`src/design/wvac_pkg.sv`:
```
// ----------------------------------------------------------------------------
// wvac_pkg
// Widths, types and calibration codes shared by the wind vane classifier.
// ----------------------------------------------------------------------------
`default_nettype none

package wvac_pkg;

  localparam int SAMPLE_W     = 12;
  localparam int SUM_W        = 20;
  localparam int BAND_W       = 10;
  localparam int DIR_W        = 4;
  localparam int SECTOR_COUNT = 16;

  localparam int BLOCK_SAMPLES_DEF = 16;

  typedef logic [SAMPLE_W-1:0] sample_t;
  typedef logic [SUM_W-1:0]    sum_t;
  typedef logic [BAND_W-1:0]   band_t;
  typedef logic [DIR_W-1:0]    dir_t;

  localparam band_t BAND_RESET = band_t'(40);

  // ladder codes, sector 0 is north, then clockwise
  localparam sample_t SECTOR_CODE [SECTOR_COUNT] = '{
    12'd3541, 12'd2476, 12'd2660, 12'd1123,
    12'd1171, 12'd1029, 12'd1606, 12'd1334,
    12'd2042, 12'd1869, 12'd3159, 12'd3073,
    12'd3881, 12'd3635, 12'd3762, 12'd3341
  };

endpackage

`default_nettype wire

```
`src/design/wvac_if.sv`:
```
// ----------------------------------------------------------------------------
// wvac channel interfaces
// Valid/ready channels for ADC samples and for classified block results.
// ----------------------------------------------------------------------------
`default_nettype none

interface wvac_in_if;
  import wvac_pkg::*;

  logic    valid;
  logic    ready;
  sample_t sample;

  modport source (output valid, output sample, input ready);
  modport sink   (input valid, input sample, output ready);
endinterface

interface wvac_out_if;
  import wvac_pkg::*;

  logic    valid;
  logic    ready;
  dir_t    direction;
  logic    no_match;
  sample_t block_average;

  modport source (output valid, output direction, output no_match, output block_average,
                  input ready);
  modport sink   (input valid, input direction, input no_match, input block_average,
                  output ready);
endinterface

`default_nettype wire

```
`src/design/wind_vane_average_classifier.sv`:
```
// ----------------------------------------------------------------------------
// wind_vane_average_classifier
// Block-averages vane ADC samples and decodes the compass sector.
// ----------------------------------------------------------------------------
// one result per BLOCK_SAMPLES requests; total, mean, result registered in turn
// throughput: one sample per cycle; a block's last sample waits on a held total
// stages: block sum register, reciprocal multiply register, window compare register
// reset clears the running sum, sample count, pipeline valids; match band goes to 40
`default_nettype none

module wind_vane_average_classifier #(
  parameter int BLOCK_SAMPLES = wvac_pkg::BLOCK_SAMPLES_DEF
) (
  input  wire              clk,
  input  wire              rst_n,
  wvac_in_if.sink          in_chan,
  wvac_out_if.source       out_chan,
  input  wire              cfg_we,
  input  wvac_pkg::band_t  cfg_wdata
);
  import wvac_pkg::*;

  band_t   match_band_r;
  logic    sum_valid;
  logic    sum_ready;
  sum_t    block_sum;
  logic    avg_valid;
  logic    avg_ready;
  sample_t block_avg;

  always_ff @(posedge clk) begin
    if (!rst_n) begin
      match_band_r <= BAND_RESET;
    end else if (cfg_we) begin
      match_band_r <= cfg_wdata;
    end
  end

  wvac_accum #(
    .BLOCK_SAMPLES (BLOCK_SAMPLES)
  ) u_accum (
    .clk       (clk),
    .rst_n     (rst_n),
    .in_chan   (in_chan),
    .sum_valid (sum_valid),
    .sum_ready (sum_ready),
    .block_sum (block_sum)
  );

  wvac_divide #(
    .BLOCK_SAMPLES (BLOCK_SAMPLES)
  ) u_divide (
    .clk       (clk),
    .rst_n     (rst_n),
    .sum_valid (sum_valid),
    .sum_ready (sum_ready),
    .block_sum (block_sum),
    .avg_valid (avg_valid),
    .avg_ready (avg_ready),
    .block_avg (block_avg)
  );

  wvac_classify u_classify (
    .clk        (clk),
    .rst_n      (rst_n),
    .avg_valid  (avg_valid),
    .avg_ready  (avg_ready),
    .block_avg  (block_avg),
    .match_band (match_band_r),
    .out_chan   (out_chan)
  );

endmodule

`default_nettype wire

```
`src/design/wvac_accum.sv`:
```
// ----------------------------------------------------------------------------
// wvac_accum
// Sums incoming samples per block and hands on the block total.
// ----------------------------------------------------------------------------
`default_nettype none

module wvac_accum #(
  parameter int BLOCK_SAMPLES = wvac_pkg::BLOCK_SAMPLES_DEF
) (
  input  wire                clk,
  input  wire                rst_n,
  wvac_in_if.sink            in_chan,
  output logic               sum_valid,
  input  wire                sum_ready,
  output wvac_pkg::sum_t     block_sum
);
  import wvac_pkg::*;

  localparam int CNT_W = (BLOCK_SAMPLES > 1) ? $clog2(BLOCK_SAMPLES) : 1;
  localparam logic [CNT_W-1:0] LAST_CNT = CNT_W'(BLOCK_SAMPLES - 1);

  logic [CNT_W-1:0] count_r, count_nxt;
  sum_t             sum_r, sum_nxt;
  sum_t             total_r, total_nxt;
  logic             valid_r, valid_nxt;
  sum_t             sum_add;
  logic             is_last;
  logic             load_ok;
  logic             accept;

  assign is_last = (count_r == LAST_CNT);
  assign load_ok = !valid_r || sum_ready;
  // mid-block samples never wait on the downstream stage
  assign in_chan.ready = !is_last || load_ok;
  assign accept  = in_chan.valid && in_chan.ready;
  assign sum_add = sum_r + sum_t'(in_chan.sample);

  always_comb begin
    count_nxt = count_r;
    sum_nxt   = sum_r;
    total_nxt = total_r;
    valid_nxt = valid_r && !sum_ready;
    if (accept) begin
      if (is_last) begin
        count_nxt = '0;
        sum_nxt   = '0;
        total_nxt = sum_add;
        valid_nxt = 1'b1;
      end else begin
        count_nxt = count_r + 1'b1;
        sum_nxt   = sum_add;
      end
    end
  end

  always_ff @(posedge clk) begin
    if (!rst_n) begin
      count_r <= '0;
      sum_r   <= '0;
      valid_r <= 1'b0;
    end else begin
      count_r <= count_nxt;
      sum_r   <= sum_nxt;
      valid_r <= valid_nxt;
    end
    total_r <= total_nxt;
  end

  assign sum_valid = valid_r;
  assign block_sum = total_r;

  a_count_bound : assert property (@(posedge clk) disable iff (!rst_n)
    count_r <= LAST_CNT)
    else $error("sample count ran past block end");

endmodule

`default_nettype wire

```
`src/design/wvac_divide.sv`:
```
// ----------------------------------------------------------------------------
// wvac_divide
// Block total to truncated mean by reciprocal multiplication.
// ----------------------------------------------------------------------------
`default_nettype none

module wvac_divide #(
  parameter int BLOCK_SAMPLES = wvac_pkg::BLOCK_SAMPLES_DEF
) (
  input  wire                clk,
  input  wire                rst_n,
  input  wire                sum_valid,
  output logic               sum_ready,
  input  wvac_pkg::sum_t     block_sum,
  output logic               avg_valid,
  input  wire                avg_ready,
  output wvac_pkg::sample_t  block_avg
);
  import wvac_pkg::*;

  // exact floor division for any total below 2**SUM_W
  localparam int CLOG_N = $clog2(BLOCK_SAMPLES);
  localparam int SHIFT  = SUM_W + CLOG_N;
  localparam int MUL_W  = SUM_W + 2;
  localparam int PROD_W = SUM_W + MUL_W;
  localparam longint unsigned RECIP_FULL =
    ((64'd1 << SHIFT) + longint'(BLOCK_SAMPLES) - 64'd1) / longint'(BLOCK_SAMPLES);
  localparam logic [MUL_W-1:0] RECIP = MUL_W'(RECIP_FULL);

  logic              valid_r, valid_nxt;
  sample_t           avg_r, avg_nxt;
  logic [PROD_W-1:0] product;
  logic              load;

  assign sum_ready = !valid_r || avg_ready;
  assign load      = sum_valid && sum_ready;
  assign product   = PROD_W'(block_sum) * PROD_W'(RECIP);

  always_comb begin
    valid_nxt = (valid_r && !avg_ready) || load;
    avg_nxt   = avg_r;
    if (load) begin
      avg_nxt = product[SHIFT +: SAMPLE_W];
    end
  end

  always_ff @(posedge clk) begin
    if (!rst_n) begin
      valid_r <= 1'b0;
    end else begin
      valid_r <= valid_nxt;
    end
    avg_r <= avg_nxt;
  end

  assign avg_valid = valid_r;
  assign block_avg = avg_r;

  a_floor_div : assert property (@(posedge clk) disable iff (!rst_n)
    load |=> ((32'(avg_r) * BLOCK_SAMPLES <= 32'($past(block_sum))) &&
              (32'($past(block_sum)) < 32'(avg_r) * BLOCK_SAMPLES + BLOCK_SAMPLES)))
    else $error("block mean is not the truncated quotient");

endmodule

`default_nettype wire

```
`src/design/wvac_classify.sv`:
```
// ----------------------------------------------------------------------------
// wvac_classify
// Window compare of the block mean against the sixteen ladder codes.
// ----------------------------------------------------------------------------
`default_nettype none

module wvac_classify (
  input  wire                clk,
  input  wire                rst_n,
  input  wire                avg_valid,
  output logic               avg_ready,
  input  wvac_pkg::sample_t  block_avg,
  input  wvac_pkg::band_t    match_band,
  wvac_out_if.source         out_chan
);
  import wvac_pkg::*;

  localparam int CMP_W = SAMPLE_W + 1;

  logic    valid_r, valid_nxt;
  dir_t    dir_r, dir_nxt;
  logic    miss_r, miss_nxt;
  sample_t avg_r, avg_nxt;
  dir_t    hit_dir;
  logic    hit_miss;
  logic    load;

  assign avg_ready = !valid_r || out_chan.ready;
  assign load      = avg_valid && avg_ready;

  // lowest sector wins where windows overlap, edges included
  always_comb begin
    logic [CMP_W-1:0] avg_w;
    logic [CMP_W-1:0] band_w;
    logic [CMP_W-1:0] code_w;
    avg_w    = CMP_W'(block_avg);
    band_w   = CMP_W'(match_band);
    hit_dir  = '0;
    hit_miss = 1'b1;
    for (int k = SECTOR_COUNT - 1; k >= 0; k--) begin
      code_w = CMP_W'(SECTOR_CODE[k]);
      if ((avg_w + band_w >= code_w) && (avg_w <= code_w + band_w)) begin
        hit_dir  = DIR_W'(k);
        hit_miss = 1'b0;
      end
    end
  end

  always_comb begin
    valid_nxt = (valid_r && !out_chan.ready) || load;
    dir_nxt   = dir_r;
    miss_nxt  = miss_r;
    avg_nxt   = avg_r;
    if (load) begin
      dir_nxt  = hit_dir;
      miss_nxt = hit_miss;
      avg_nxt  = block_avg;
    end
  end

  always_ff @(posedge clk) begin
    if (!rst_n) begin
      valid_r <= 1'b0;
    end else begin
      valid_r <= valid_nxt;
    end
    dir_r  <= dir_nxt;
    miss_r <= miss_nxt;
    avg_r  <= avg_nxt;
  end

  assign out_chan.valid         = valid_r;
  assign out_chan.direction     = dir_r;
  assign out_chan.no_match      = miss_r;
  assign out_chan.block_average = avg_r;

  a_miss_dir_zero : assert property (@(posedge clk) disable iff (!rst_n)
    (valid_r && miss_r) |-> (dir_r == '0))
    else $error("direction not zero on a miss");

endmodule

`default_nettype wire

```
`src/flat_wrapper.sv`:
```
// flat-port wrapper written by rule: the top's interface ports become plain ports
module wind_vane_average_classifier_flat import wvac_pkg::*;
#(
  parameter int BLOCK_SAMPLES = wvac_pkg::BLOCK_SAMPLES_DEF
)
  (clk, rst_n, cfg_we, cfg_wdata, in_chan_valid, in_chan_sample, in_chan_ready, out_chan_valid, out_chan_direction, out_chan_no_match, out_chan_block_average, out_chan_ready);
  wvac_in_if in_chan_i ();
  wvac_out_if out_chan_i ();
  input  wire clk;
  input  wire rst_n;
  input  wire cfg_we;
  input  wvac_pkg::band_t cfg_wdata;
  input wire logic [$bits(in_chan_i.valid)-1:0] in_chan_valid;
  input wire logic [$bits(in_chan_i.sample)-1:0] in_chan_sample;
  output wire logic [$bits(in_chan_i.ready)-1:0] in_chan_ready;
  output wire logic [$bits(out_chan_i.valid)-1:0] out_chan_valid;
  output wire logic [$bits(out_chan_i.direction)-1:0] out_chan_direction;
  output wire logic [$bits(out_chan_i.no_match)-1:0] out_chan_no_match;
  output wire logic [$bits(out_chan_i.block_average)-1:0] out_chan_block_average;
  input wire logic [$bits(out_chan_i.ready)-1:0] out_chan_ready;
  assign in_chan_i.valid = in_chan_valid;
  assign in_chan_i.sample = in_chan_sample;
  assign in_chan_ready = in_chan_i.ready;
  assign out_chan_valid = out_chan_i.valid;
  assign out_chan_direction = out_chan_i.direction;
  assign out_chan_no_match = out_chan_i.no_match;
  assign out_chan_block_average = out_chan_i.block_average;
  assign out_chan_i.ready = out_chan_ready;
  wind_vane_average_classifier #(.BLOCK_SAMPLES(BLOCK_SAMPLES)) u_core (.clk(clk), .rst_n(rst_n), .in_chan(in_chan_i), .out_chan(out_chan_i), .cfg_we(cfg_we), .cfg_wdata(cfg_wdata));
endmodule
```
`config.mk`:
```
export PLATFORM = sky130hd
export DESIGN_NAME = wind_vane_average_classifier_flat
export DESIGN_NICKNAME = d
export VERILOG_FILES = /design/src/design/wvac_pkg.sv /design/src/design/wvac_if.sv /design/src/design/wind_vane_average_classifier.sv /design/src/design/wvac_accum.sv /design/src/design/wvac_divide.sv /design/src/design/wvac_classify.sv /design/src/flat_wrapper.sv
export SDC_FILE = /design/constraint.sdc
export NUM_CORES = 1
export LEC_CHECK = 0
export ABC_AREA = 1
export BUFFER_PORTS_ARGS = -buffer_cell sky130_fd_sc_hd__buf_4
export CAP_MARGIN = 20
export CORE_ASPECT_RATIO = 1.4
export CORE_MARGIN = 3
export CORE_UTILIZATION = 50
export DETAILED_ROUTE_END_ITERATION = 6
export PLACE_DENSITY = 0.75
export SLEW_MARGIN = 15
export SYNTH_ARGS = -nofsm -noshare
export SYNTH_HDL_FRONTEND = slang
export SYNTH_SLANG_ARGS = --single-unit
```
`constraint.sdc`:
```
create_clock -name clk -period 3.7 [get_ports clk]
set_clock_uncertainty 0.2 [all_clocks]
set_input_delay 0.37 -clock clk [delete_from_list [all_inputs] [get_ports clk]]
set_output_delay 0.37 -clock clk [all_outputs]
set_load 0.02 [all_outputs]
```
==> impl_metrics.env <==
export IMPL_status="finished, violations left"
export IMPL_violations="negative setup slack"
export IMPL_synth_ff_type="edfxtp_1"
export IMPL_maxCapViolations=0
export IMPL_synth_area_sq_mm=0.00998
export IMPL_cts_buffers=9
export IMPL_critPathCaptureType="flop"
export IMPL_pwr_share_clk_pct=28.3
export IMPL_finalSetupViolations=1
export IMPL_tightest_slew_ns=0.728
export IMPL_rsz0062_at_grt="yes"
export IMPL_die_w_um=125
export IMPL_cts_tree="done"
export IMPL_drc_errors=0
export IMPL_r2r_cells=24
export IMPL_ioPinCount=46
export IMPL_place_area_sq_mm=0.0116
export IMPL_max_freq_mhz=269
export IMPL_synth_top_cell_area_share_pct=22.9
export IMPL_vias=11108
export IMPL_vias_per_cell=5.92
export IMPL_synth_net_count=1659
export IMPL_fin_area_sq_mm=0.0123
export IMPL_switching_power_mw=1.32
export IMPL_antenna_found_initial=0
export IMPL_layout_worst_path_cycle_share_pct=100
export IMPL_multi_input_area_sq_mm=0.00760
export IMPL_drtIter0Drc=908
export IMPL_critPathKind="flop to flop"
export IMPL_port_buffers=45
export IMPL_place_ws_ns=-0.209
export IMPL_dp_hpwl_mm=28.1
export IMPL_combinationalPowerShare_pct=44.5
export IMPL_yosysTopAreaCell="ha_1"
export IMPL_hold_ws_ns=0.0476
export IMPL_die_h_um=173
export IMPL_coreArea_sq_mm=0.0194
export IMPL_clk_pin_slew_worst_paths_ns=0.06
export IMPL_finalHoldViolCount=0
export IMPL_synth_edff_count=41
export IMPL_antennaDiodeCount=0
export IMPL_power_density_mw_per_mm2=278
export IMPL_clock_latency_ns=0.35
export IMPL_synthArstFlopShare_pct=0
export IMPL_htree_levels=3
export IMPL_swShare_pct=38.5
export IMPL_area_growth_pct=23.2
export IMPL_nets=1836
export IMPL_grt_max_degree=24
export IMPL_grt_pass1_wl_mm=55.3
export IMPL_min_path_cells=3
export IMPL_worstPathArrival_ns=3.72
export IMPL_synthCells=1447
export IMPL_seqPwrFrac_pct=27.2
export IMPL_grt_pass1_vias=10874
export IMPL_dr_pass1_iters=7
export IMPL_fin_ws_ns=-0.0174
export IMPL_cts_path_max_buffers=2
export IMPL_critPathMaxFanout=18
export IMPL_fillers=1738
export IMPL_final_seq_area_sq_mm=0.00191
export IMPL_synth_yosys_seq_area_share_pct=19.0
export IMPL_drv_slew=0
export IMPL_place_gp_congestion=1.05
export IMPL_ir_worst_vdd_v=0.000331
export IMPL_cp_data_required_time_ns=3.71
export IMPL_ys_seq_elements=74
export IMPL_final_min_clock_period_ns=3.72
export IMPL_hold_class="input pin to flop"
export IMPL_grt_usage_pct=31.9
export IMPL_synthTopCellsByArea="ha_1 (23%), nand2_1 (13%), edfxtp_1 (12%)"
export IMPL_overflow=0
export IMPL_dieArea_sq_mm=0.0217
export IMPL_maxSlewHeadroom_pct=51.4
export IMPL_p_int_mw=2.10
export IMPL_drive_gt1_share_pct=20.4
export IMPL_power_leakage_nw=6.07
export IMPL_ant_nets=0
export IMPL_ys_types=57
export IMPL_syn_area_per_cell_sq_um=6.90
export IMPL_yosysWarnings=0
export IMPL_critPathLaunchType="flop"
export IMPL_post_drt_wl_per_cell_um=18.9
export IMPL_root_buffer="clkbuf_16"
export IMPL_routed_wl_mm=35.4
export IMPL_start_util_pct=51.3
export IMPL_clock_sinks=74
export IMPL_rows=60
[cell type report]
| cell class | count | share of cell area, % |
|---|---|---|
| Inverter | 173 | 5.33 |
| Clock inverter | 7 | 0.804 |
| Sequential cell | 74 | 15.5 |
| Multi-Input combinational cell | 1172 | 61.8 |
| Tap cell | 248 | 2.52 |
| Clock buffer | 9 | 1.83 |
| Timing Repair Buffer | 194 | 12.2 |
[cell usage in the layout, fill, tap and decap left out, types with 20 or more instances in the layout]
cell	synthesis	layout
a21oi_1	138	132
buf_4	4	187
dfxtp_1	33	26
edfxtp_1	41	41
ha_1	183	178
inv_1	162	156
nand2_1	338	322
nand2_2	12	26
nand3_1	76	72
nand4_1	39	39
nor2_1	122	104
nor2_2	4	20
o21ai_0	66	51
xor2_1	65	64
[routing by layer]
layer / share of wire, % / up-vias / track usage [%]
met1: 36 / 5081 / 34.7
met4: 9.0 / 0 / 23.1
met3: 6.9 / 192 / 5.04
met5: 0 / - / 0
met2: 48 / 529 / 55.5
li1: - / 5306 / -
[critical path: stages, from the launching register on]
cell and delay, ns:
dfxtp_1 0.38, buf_12 0.19, nand2_2 0.15, inv_1 0.28, nand2_1 0.14, xor2_1 0.16
ha_1 0.33, nand2_2 0.11, nor2_2 0.04, a211oi_2 0.20, nor2_1 0.08, a211oi_2 0.20
a21o_1 0.25, nand3_2 0.10, nand2_1 0.06, nand2_1 0.07, nand2_1 0.07, nand2_1 0.06
nand2_1 0.06, nand2_1 0.04, nand2_1 0.08, nand2_1 0.05, nand2_1 0.06, nand2_1 0.06
a21oi_2 0.15
[registers in the layout, summed over array words and instances (netlist names)]
| signal | cells |
|---|---|
| u_core.u_accum.sum_valid | 1 |
| u_core.match_band_r | 10 |
| u_core.u_accum.block_sum | 12 |
| u_core.u_accum.sum_r | 16 |
| u_core.u_classify.out_chan.valid | 1 |
| u_core.u_classify.out_chan.no_match | 1 |
| u_core.u_divide.block_avg | 12 |
| u_core.u_divide.avg_valid | 1 |
| u_core.u_classify.out_chan.direction | 4 |
| u_core.u_classify.out_chan.block_average | 12 |
| u_core.u_accum.count_r | 4 |
[final timing paths]
check                                                            start                                                    end  slack, ns
worst max-delay path               u_core.match_band_r[6]$_SDFFE_PN0P_  u_core.u_classify.out_chan.direction[0]$_SDFFCE_PP0P_      -0.02
worst min-delay path                                      cfg_wdata[5]                    u_core.match_band_r[5]$_SDFFE_PN1P_       0.05
worst max register to register     u_core.match_band_r[6]$_SDFFE_PN0P_  u_core.u_classify.out_chan.direction[0]$_SDFFCE_PP0P_      -0.02
worst min register to register  u_core.u_accum.block_sum[13]$_DFFE_PP_                 u_core.u_divide.block_avg[9]$_DFFE_PP_       0.22
[repair_timing]
action / CTS / global route
setup buffers: 0 / 8
hold buffers: 0 / 0
pin swaps: 0 / 34
endpoints found under the setup margin: 5 / 5
gates resized for setup: 9 / 99
[through the flow]
step / total power, mW / std cells / util [%] / TNS (ns)
2_1_floorplan: 1.86 / 1447 / - / 0
3_3_place_gp: 2.33 / 1852 / 59.6 / -0.730
3_5_place_dp: 2.36 / 1852 / 59.6 / -0.821
4_1_cts: 3.34 / 1868 / 61.4 / 0
5_1_grt: 3.63 / 1877 / 63.2 / -0.295
6_report: 3.42 / 1877 / 63.2 / -0.0174
[power groups by stage]
| stage | Combinational (mW) | Clock, mW | Sequential [mW] |
|---|---|---|---|
| after global routing | 1.68 | 1.02 | 0.933 |
| after floorplan | 0.927 | 0 | 0.937 |
| after CTS | 1.43 | 0.982 | 0.928 |
| after detailed placement | 1.41 | 0 | 0.944 |
| final | 1.52 | 0.968 | 0.931 |
| after global placement | 1.38 | 0 | 0.943 |
[kinds of logic after synthesis]
logic type	Yosys count	synth area share, %
flip-flops	74	19.0
XOR/XNOR	71	6.30
adder cells (fa/ha/maj)	185	23.3
AO/OA/AOI/OAI	280	16.0
AND/OR/NAND/NOR	636	27.6
buffers and inverters	201	7.73
[cell usage after synthesis (all sizes together) (2+ instances only)]
cell,n
a211oi,11
a21boi,2
a21o,6
a21oi,139
a31o,2
a31oi,4
a41oi,2
buf,13
clkbuf,15
dfxtp,33
edfxtp,41
fa,2
ha,183
inv,172
nand2,353
nand3,77
nand3b,2
nand4,40
nor2,129
nor3,23
nor4,5
o2111ai,4
o211ai,10
o21ai,74
o21bai,6
o221ai,3
o311ai,3
o31ai,8
o41ai,3
or2,3
xnor2,6
xor2,65
Power figures use the tool's default switching activity.
